**src/rtl/core/ps2dec_pkg.sv**
```systemverilog
// Shared types, scan code constants and key maps for the PS/2 set 2 decoder.
`default_nettype none

package ps2dec_pkg;

	// Number of key map entries that the lookup may address.
	localparam int MAP_ENTRIES = 136;
	// Entries of the key maps that hold characters.
	localparam int ROM_FILLED = 132;

	localparam logic [7:0] CODE_NONE    = 8'h00;
	localparam logic [7:0] CODE_BREAK   = 8'hF0;
	localparam logic [7:0] CODE_EXT     = 8'hE0;
	localparam logic [7:0] CODE_LSHIFT  = 8'h12;
	localparam logic [7:0] CODE_RSHIFT  = 8'h59;
	localparam logic [7:0] CODE_CTRL    = 8'h14;
	localparam logic [7:0] CODE_ALTGR   = 8'h11;

	localparam logic [7:0] CHAR_CR      = 8'h0D;
	localparam logic [7:0] CHAR_LF      = 8'h0A;

	// Bit 0 is the break prefix, bit 5 is Ctrl.
	typedef struct packed {
		logic ctrl;
		logic altgr;
		logic shr;
		logic shl;
		logic ext;
		logic brk;
	} key_flags_t;

	localparam logic [7:0] ROM_PLAIN [0:ROM_FILLED-1] = '{
		8'h00, 8'h00, 8'h00, 8'h00, 8'h00, 8'h00, 8'h00, 8'h00,
		8'h00, 8'h00, 8'h00, 8'h00, 8'h00, 8'h09, 8'h60, 8'h00,
		8'h00, 8'h00, 8'h00, 8'h00, 8'h00, 8'h71, 8'h31, 8'h00,
		8'h00, 8'h00, 8'h7A, 8'h73, 8'h61, 8'h77, 8'h32, 8'h00,
		8'h00, 8'h63, 8'h78, 8'h64, 8'h65, 8'h34, 8'h33, 8'h00,
		8'h00, 8'h20, 8'h76, 8'h66, 8'h74, 8'h72, 8'h35, 8'h00,
		8'h00, 8'h6E, 8'h62, 8'h68, 8'h67, 8'h79, 8'h36, 8'h00,
		8'h00, 8'h00, 8'h6D, 8'h6A, 8'h75, 8'h37, 8'h38, 8'h00,
		8'h00, 8'h2C, 8'h6B, 8'h69, 8'h6F, 8'h30, 8'h39, 8'h00,
		8'h00, 8'h2E, 8'h2F, 8'h6C, 8'h3B, 8'h70, 8'h2D, 8'h00,
		8'h00, 8'h00, 8'h27, 8'h00, 8'h5B, 8'h3D, 8'h00, 8'h00,
		8'h00, 8'h00, 8'h0D, 8'h5D, 8'h00, 8'h5C, 8'h00, 8'h00,
		8'h00, 8'h00, 8'h00, 8'h00, 8'h00, 8'h00, 8'h7F, 8'h00,
		8'h00, 8'h31, 8'h00, 8'h34, 8'h37, 8'h00, 8'h00, 8'h00,
		8'h30, 8'h2E, 8'h32, 8'h35, 8'h36, 8'h38, 8'h1B, 8'h00,
		8'h00, 8'h2B, 8'h33, 8'h2D, 8'h2A, 8'h39, 8'h00, 8'h00,
		8'h00, 8'h00, 8'h00, 8'h00
	};

	localparam logic [7:0] ROM_SHIFT [0:ROM_FILLED-1] = '{
		8'h00, 8'h00, 8'h00, 8'h00, 8'h00, 8'h00, 8'h00, 8'h00,
		8'h00, 8'h00, 8'h00, 8'h00, 8'h00, 8'h09, 8'h7E, 8'h00,
		8'h00, 8'h00, 8'h00, 8'h00, 8'h00, 8'h51, 8'h21, 8'h00,
		8'h00, 8'h00, 8'h5A, 8'h53, 8'h41, 8'h57, 8'h40, 8'h00,
		8'h00, 8'h43, 8'h58, 8'h44, 8'h45, 8'h24, 8'h23, 8'h00,
		8'h00, 8'h20, 8'h56, 8'h46, 8'h54, 8'h52, 8'h25, 8'h00,
		8'h00, 8'h4E, 8'h42, 8'h48, 8'h47, 8'h59, 8'h5E, 8'h00,
		8'h00, 8'h00, 8'h4D, 8'h4A, 8'h55, 8'h26, 8'h2A, 8'h00,
		8'h00, 8'h3C, 8'h4B, 8'h49, 8'h4F, 8'h29, 8'h28, 8'h00,
		8'h00, 8'h3E, 8'h3F, 8'h4C, 8'h3A, 8'h50, 8'h5F, 8'h00,
		8'h00, 8'h00, 8'h22, 8'h00, 8'h7B, 8'h2B, 8'h00, 8'h00,
		8'h00, 8'h00, 8'h0D, 8'h7D, 8'h00, 8'h7C, 8'h00, 8'h00,
		8'h00, 8'h00, 8'h00, 8'h00, 8'h00, 8'h00, 8'h7F, 8'h00,
		8'h00, 8'h31, 8'h00, 8'h34, 8'h37, 8'h00, 8'h00, 8'h00,
		8'h30, 8'h2E, 8'h32, 8'h35, 8'h36, 8'h38, 8'h1B, 8'h00,
		8'h00, 8'h2B, 8'h33, 8'h2D, 8'h2A, 8'h39, 8'h00, 8'h00,
		8'h00, 8'h00, 8'h00, 8'h00
	};

endpackage

`default_nettype wire

```
**src/rtl/core/ps2dec_decode.sv**
```systemverilog
// Combinational decode of one scan code against the current key flags.
`default_nettype none

module ps2dec_decode (
	input  wire logic [7:0]               code,
	input  wire ps2dec_pkg::key_flags_t   flags,
	output      ps2dec_pkg::key_flags_t   flags_next,
	output      logic [7:0]               char_code
);

	logic [7:0] ext_char;
	logic [7:0] rom_char;
	logic [7:0] raw_char;
	logic       in_rom;

	// Navigation keys, keypad slash and keypad enter behind the extended prefix.
	always_comb begin
		unique case (code)
			8'h7D:   ext_char = 8'd25;
			8'h71:   ext_char = 8'd127;
			8'h7A:   ext_char = 8'd26;
			8'h75:   ext_char = 8'd11;
			8'h6B:   ext_char = 8'd8;
			8'h72:   ext_char = 8'd12;
			8'h74:   ext_char = 8'd21;
			8'h4A:   ext_char = 8'h2F;
			8'h5A:   ext_char = 8'd13;
			default: ext_char = 8'd0;
		endcase
	end

	assign in_rom = ({1'b0, code} < 9'(ps2dec_pkg::MAP_ENTRIES)) &&
			({1'b0, code} < 9'(ps2dec_pkg::ROM_FILLED));

	always_comb begin
		rom_char = 8'd0;
		if (in_rom) begin
			if (flags.shl || flags.shr)
				rom_char = ps2dec_pkg::ROM_SHIFT[code];
			else
				rom_char = ps2dec_pkg::ROM_PLAIN[code];
		end
	end

	assign raw_char = flags.ext ? ext_char : rom_char;

	always_comb begin
		flags_next = flags;
		char_code  = 8'd0;
		if (code == ps2dec_pkg::CODE_NONE) begin
			flags_next = flags;
		end else if (code == ps2dec_pkg::CODE_BREAK) begin
			flags_next.brk = 1'b1;
		end else if (code == ps2dec_pkg::CODE_EXT) begin
			flags_next.ext = 1'b1;
		end else if (flags.brk) begin
			if (code == ps2dec_pkg::CODE_LSHIFT)
				flags_next.shl = 1'b0;
			else if (code == ps2dec_pkg::CODE_RSHIFT)
				flags_next.shr = 1'b0;
			else if (code == ps2dec_pkg::CODE_CTRL)
				flags_next.ctrl = 1'b0;
			else if (code == ps2dec_pkg::CODE_ALTGR && flags.ext)
				flags_next.altgr = 1'b0;
			flags_next.brk = 1'b0;
			flags_next.ext = 1'b0;
		end else if (code == ps2dec_pkg::CODE_LSHIFT) begin
			flags_next.shl = 1'b1;
		end else if (code == ps2dec_pkg::CODE_RSHIFT) begin
			flags_next.shr = 1'b1;
		end else if (code == ps2dec_pkg::CODE_CTRL) begin
			flags_next.ctrl = 1'b1;
		end else begin
			if (code == ps2dec_pkg::CODE_ALTGR && flags.ext)
				flags_next.altgr = 1'b1;
			char_code = raw_char;
			// Ctrl folds letters onto 1..26 and turns carriage return into linefeed.
			if (flags.ctrl) begin
				if (raw_char >= 8'h41 && raw_char <= 8'h5A)
					char_code = raw_char - 8'h40;
				else if (raw_char >= 8'h61 && raw_char <= 8'h7A)
					char_code = raw_char - 8'h60;
				else if (raw_char == ps2dec_pkg::CHAR_CR)
					char_code = ps2dec_pkg::CHAR_LF;
			end
			flags_next.brk = 1'b0;
			flags_next.ext = 1'b0;
		end
	end

endmodule

`default_nettype wire

```
**src/rtl/core/ps2_scancode_to_char_decoder.sv**
```systemverilog
// Top level of the PS/2 set 2 scan code to character byte decoder.
//
//   channel   direction  handshake                payload
//   code      in         code_valid / code_ready  scan_code[7:0]
//   char      out        char_valid / char_ready  out_byte[7:0], last
//
// A scan code is registered on transfer and decoded from that register; as it
// advances, the key flags are updated and the character moves into the output
// register. One scan code is taken every cycle unless the output side stalls;
// a character of 128 or more leaves as two UTF-8 bytes, holding the decode stage.
// Reset clears the key flags and both stage valid bits.
// Codes that give no character never wait for the output side.
`default_nettype none

module ps2_scancode_to_char_decoder (
	input  wire logic       clk,
	input  wire logic       arst_n,
	input  wire logic       code_valid,
	output      logic       code_ready,
	input  wire logic [7:0] scan_code,
	output      logic       char_valid,
	input  wire logic       char_ready,
	output      logic [7:0] out_byte,
	output      logic       last
);

	logic                   valid_s1;
	logic [7:0]             code_s1;
	ps2dec_pkg::key_flags_t flags_q;
	ps2dec_pkg::key_flags_t flags_next;
	logic [7:0]             char_code;

	logic                   valid_s2;
	logic [7:0]             char_s2;
	logic                   lead_sent_q;

	logic                   wide;
	logic                   out_done;
	logic                   s2_free;
	logic                   adv_s1;

	ps2dec_decode u_decode (
		.code       (code_s1),
		.flags      (flags_q),
		.flags_next (flags_next),
		.char_code  (char_code)
	);

	assign wide     = char_s2[7];
	assign last     = !wide || lead_sent_q;
	assign out_byte = (wide && !lead_sent_q) ? {6'b110000, char_s2[7:6]}
		: (wide ? {2'b10, char_s2[5:0]} : char_s2);
	assign char_valid = valid_s2;

	assign out_done   = valid_s2 && char_ready && last;
	assign s2_free    = !valid_s2 || out_done;
	assign adv_s1     = valid_s1 && ((char_code == 8'd0) || s2_free);
	assign code_ready = !valid_s1 || adv_s1;

	always_ff @(posedge clk or negedge arst_n) begin
		if (!arst_n) begin
			valid_s1 <= 1'b0;
			flags_q  <= '0;
		end else begin
			if (code_valid && code_ready)
				valid_s1 <= 1'b1;
			else if (adv_s1)
				valid_s1 <= 1'b0;
			if (adv_s1)
				flags_q <= flags_next;
		end
	end

	always_ff @(posedge clk) begin
		if (code_valid && code_ready)
			code_s1 <= scan_code;
	end

	always_ff @(posedge clk or negedge arst_n) begin
		if (!arst_n) begin
			valid_s2    <= 1'b0;
			lead_sent_q <= 1'b0;
		end else begin
			if (adv_s1 && char_code != 8'd0) begin
				valid_s2    <= 1'b1;
				lead_sent_q <= 1'b0;
			end else if (out_done) begin
				valid_s2    <= 1'b0;
				lead_sent_q <= 1'b0;
			end else if (valid_s2 && char_ready) begin
				// Lead byte of a two-byte sequence has been transferred.
				lead_sent_q <= 1'b1;
			end
		end
	end

	always_ff @(posedge clk) begin
		if (adv_s1 && char_code != 8'd0)
			char_s2 <= char_code;
	end

	a_trail_follows: assert property (@(posedge clk) disable iff (!arst_n)
		char_valid && char_ready && !last |=> char_valid && last)
		else $error("trail byte did not follow the lead byte");

	a_lead_form: assert property (@(posedge clk) disable iff (!arst_n)
		char_valid && !last |-> out_byte[7:5] == 3'b110)
		else $error("lead byte has the wrong form");

	a_break_cleared: assert property (@(posedge clk) disable iff (!arst_n)
		adv_s1 && flags_q.brk && code_s1 != ps2dec_pkg::CODE_NONE &&
		code_s1 != ps2dec_pkg::CODE_BREAK && code_s1 != ps2dec_pkg::CODE_EXT
		|=> !flags_q.brk && !flags_q.ext)
		else $error("break prefix not cleared after a break code");

	a_empty_ready: assert property (@(posedge clk) disable iff (!arst_n)
		!valid_s1 |-> code_ready)
		else $error("decode stage empty but no transfer allowed");

	a_no_overwrite: assert property (@(posedge clk) disable iff (!arst_n)
		valid_s2 && !out_done |-> !(adv_s1 && char_code != 8'd0))
		else $error("output register overwritten before transfer");

endmodule

`default_nettype wire
```
**config.mk**
```make
export PLATFORM = sky130hd
export DESIGN_NAME = ps2_scancode_to_char_decoder
export DESIGN_NICKNAME = d
export VERILOG_FILES = /design/src/rtl/core/ps2dec_pkg.sv /design/src/rtl/core/ps2dec_decode.sv /design/src/rtl/core/ps2_scancode_to_char_decoder.sv
export SDC_FILE = /design/constraint.sdc
export NUM_CORES = 1
export LEC_CHECK = 0
export ABC_AREA = 1
export BUFFER_PORTS_ARGS = -buffer_cell sky130_fd_sc_hd__buf_4
export CAP_MARGIN = 20
export CELL_PAD_IN_SITES_DETAIL_PLACEMENT = 0
export CELL_PAD_IN_SITES_GLOBAL_PLACEMENT = 1
export CORE_MARGIN = 3
export CORE_UTILIZATION = 38
export CTS_BUF_LIST = sky130_fd_sc_hd__clkbuf_16
export DETAILED_ROUTE_END_ITERATION = 10
export PLACE_DENSITY = 0.77
export SYNTH_ARGS = -nofsm -noshare
export SYNTH_HDL_FRONTEND = slang
export SYNTH_SLANG_ARGS = --single-unit
```
**constraint.sdc**
```tcl
create_clock -name clk -period 3.01 [get_ports clk]
set_input_delay 0.301 -clock clk [delete_from_list [all_inputs] [get_ports clk]]
set_output_delay 0.301 -clock clk [all_outputs]
set_load 0.01 [all_outputs]
```
==> qor.yml <==
status: "complete, but fails checks"
grt_pass1_vias: 4271
yosysWarnings: 0
fin_skew_ns: 0.00887
crit_arrival_ns: 3.04
final-setup-viol-count: 26
violations: "negative setup slack"
clockBufferDepth: 2
die_w_um: 98.6
wire_per_inst_um: 17.1
synthesis.nets: 600
path_max_fanout: 4
required_ns: 2.71
port_buffers: 22
firstDrtPassIters: 5
worstHoldPathType: "in2reg"
top_usage_layer: "met2"
path_cells: "inv_2 > ha_4 > buf_6 > inv_2 > buf_4 > nand2_1 > nand2_2 > o21ai_2 > nand3_2 > nand2_2 > nand2_2 > nand2_4 > nand3_4 > nor2_2 > nand4_1 > nand2_1 > nand2_1 > nor2_2 > nand3_4 > nand3_4 > buf_6"
cts_tree: "done"
vias: 4537
syn_avg_cell_area_um2: 5.66
h-tree-depth: 1
final_common_cell: "nand2_1"
netlist_instances: 576
grt_usage_pct: 27.8
drtIter0Drc: 436
max_freq_ghz: 0.299
cts.sinks: 24
final-hold-violation-count: 0
fin_area_mm2: 0.00530
ff2ff_setup_slack_ns: -0.32
dp_hpwl_mm: 10.6
fin_crit_sh_pct: 111
worst-setup-path-type: "reg2out"
grt.overflow.total: 0
irDropWorstVdd_mv: 0.617
worstSkewPairLatency_ns: 0.26
crit_slowest_cell: "edfxtp_1"
rows: 33
routabilityCongestion: 1.09
fin_setup_tns_ns: -5.82
yosysSeqAreaShare_pct: 20.9
met1_usage_pct: 40.2
p_leak_uw: 0.00264
start_kind: "flop"
synth_area_mm2: 0.00326
layout_common_cells: "nand2_1, buf_4, nand3_1, nor2_1, inv_1"
drive_gt1_share_pct: 43.2
min_period_ns: 3.34
drv_slew: 0
cts_made_buffers: 3
io_pins: 23
fin_ws_ns: -0.330
route.detailed.drc: 0
area_growth_pct: 62.5
die_area_mm2: 0.00972
setup.worst_path.end_class: "primary output"
maxCapViolCount: 0
cpPeakStageDelay_ns: 0.46
grt_antenna_before_repair: 0
grtUsageMet2_pct: 42.3
power.density_mw_per_mm2: 675
start_util_pct: 39.5
antenna_left: 0
chipHeight_um: 98.6
grt_first_pass_wirelength_mm: 21.6
routed_via_density: 5.48
wl_mm: 14.2
core-area_mm2: 0.00826
synth.distinct_cells: 33
clk_pin_slew_ns: 0.06
rsz0062_at_grt: "yes"
placed_cells: 791
final_cells: 828
grt_max_degree: 20
diodes: 0
clockRootBuffer: "clkbuf_16"
fillCellCount: 760
use_met3_pct: 3.33
nets: 748
placed_cell_area_mm2: 0.00433
yosys_register_bits: 24
==> worst max-delay path: cells and delay by family (launching register included) <==
kind	cells	cell delay (ns)
adders and majority gates	1	0.17
and+or+nand+nor	14	1.41
AOI/OAI and AO/OA	1	0.16
buffers and inverters	5	0.57
DFF	1	0.46
==> state kept, by name, indices dropped and copies added (netlist names) <==
name and count:
char_s2 8, code_s1 8, flags_q 5, char_valid 1, lead_sent_q 1, valid_s1 1
==> per-layer routing <==
metal	up-vias	wire, um
met1	2091	6060
met2	260	6330
met5	-	0
met4	0	496
li1	2144	-
met3	42	1270
==> worst paths after layout <==
kind / from / endpoint / cells past startpoint
worst max-delay path: code_s1[1]$_DFFE_PP_ / code_ready / 21
worst min-delay path: scan_code[5] / code_s1[5]$_DFFE_PP_ / 1
worst max register to register: code_s1[1]$_DFFE_PP_ / char_s2[2]$_DFFE_PP_ / 25
worst min register to register: flags_q[2]$_DFFE_PN0P_ / flags_q[2]$_DFFE_PN0P_ / 2
max in group asynchronous: arst_n / valid_s1$_DFFE_PN0P_ / 2
min in group asynchronous: arst_n / flags_q[2]$_DFFE_PN0P_ / 2
==> metrics by stage <==
stage	utilization (%)	setup slack [ns]	hold WS [ns]	power, uW
after floorplan	-	0.0204	0.00541	1640
after global placement	52.4	-0.259	0.126	2550
after detailed placement	52.4	-0.294	0.127	2540
after CTS	59.3	-0.234	0.215	3240
after global routing	64.1	-0.505	0.213	3800
final	64.1	-0.330	0.219	3570
==> where the power goes <==
part	leakage [uW]	internal [uW]	total, uW	switching, uW
Clock	0.0000511	264	379	114
Combinational	0.00234	1160	2640	1480
Sequential	0.000253	477	556	79.1
==> cell families after synthesis <==
family / after synthesis / synth area share [%]
AOI/OAI and AO/OA: 48 / 8.02
DFF: 24 / 20.9
other: 1 / 0.115
buffers and inverters: 83 / 11.8
and+or+nand+nor: 408 / 54.5
adders and majority gates: 12 / 4.61
==> cell type report <==
cell class	count	area [um2]	area share (%)
Tap cell	105	131	2.48
Sequential cell	24	681	12.9
Clock inverter	1	30.0	0.567
Inverter	63	254	4.80
Multi-Input combinational cell	469	2750	51.9
Timing Repair Buffer	163	1380	26.0
Clock buffer	3	75.1	1.42
==> timing repair <==
item	4_1_cts	5_1_grt
setup buffers	24	8
setup endpoints to repair	24	29
pin swaps	40	54
hold endpoints to repair	8	0
resized for setup	82	84
hold buffers	1	0
==> cells in the mapped netlist <==
master / n / area, um2
a311oi_1: 1 / 8.76
buf_4: 4 / 30.0
o21ai_0: 14 / 70.1
ha_1: 12 / 150
a21oi_2: 1 / 8.76
o22ai_1: 1 / 6.26
clkbuf_1: 3 / 11.3
dfrtp_1: 8 / 200
inv_1: 54 / 203
nand2_2: 9 / 56.3
nor2_2: 4 / 25.0
nand3_2: 1 / 10.0
nor3_1: 5 / 25.0
o21a_1: 1 / 7.51
edfxtp_1: 16 / 480
or2_1: 1 / 6.26
nand2_4: 2 / 22.5
nor4_1: 1 / 6.26
buf_6: 6 / 67.6
or2_2: 2 / 12.5
inv_4: 2 / 12.5
conb_1: 1 / 3.75
nand2_1: 219 / 822
a21oi_1: 18 / 90.1
nand4_1: 10 / 62.6
nor2_1: 63 / 236
o211ai_1: 3 / 22.5
inv_2: 7 / 26.3
nor2_4: 6 / 67.6
o21ai_1: 7 / 35.0
nand3_1: 85 / 425
a31oi_1: 2 / 12.5
buf_2: 7 / 35.0
No activity file was read; power rests on OpenSTA's default activity.
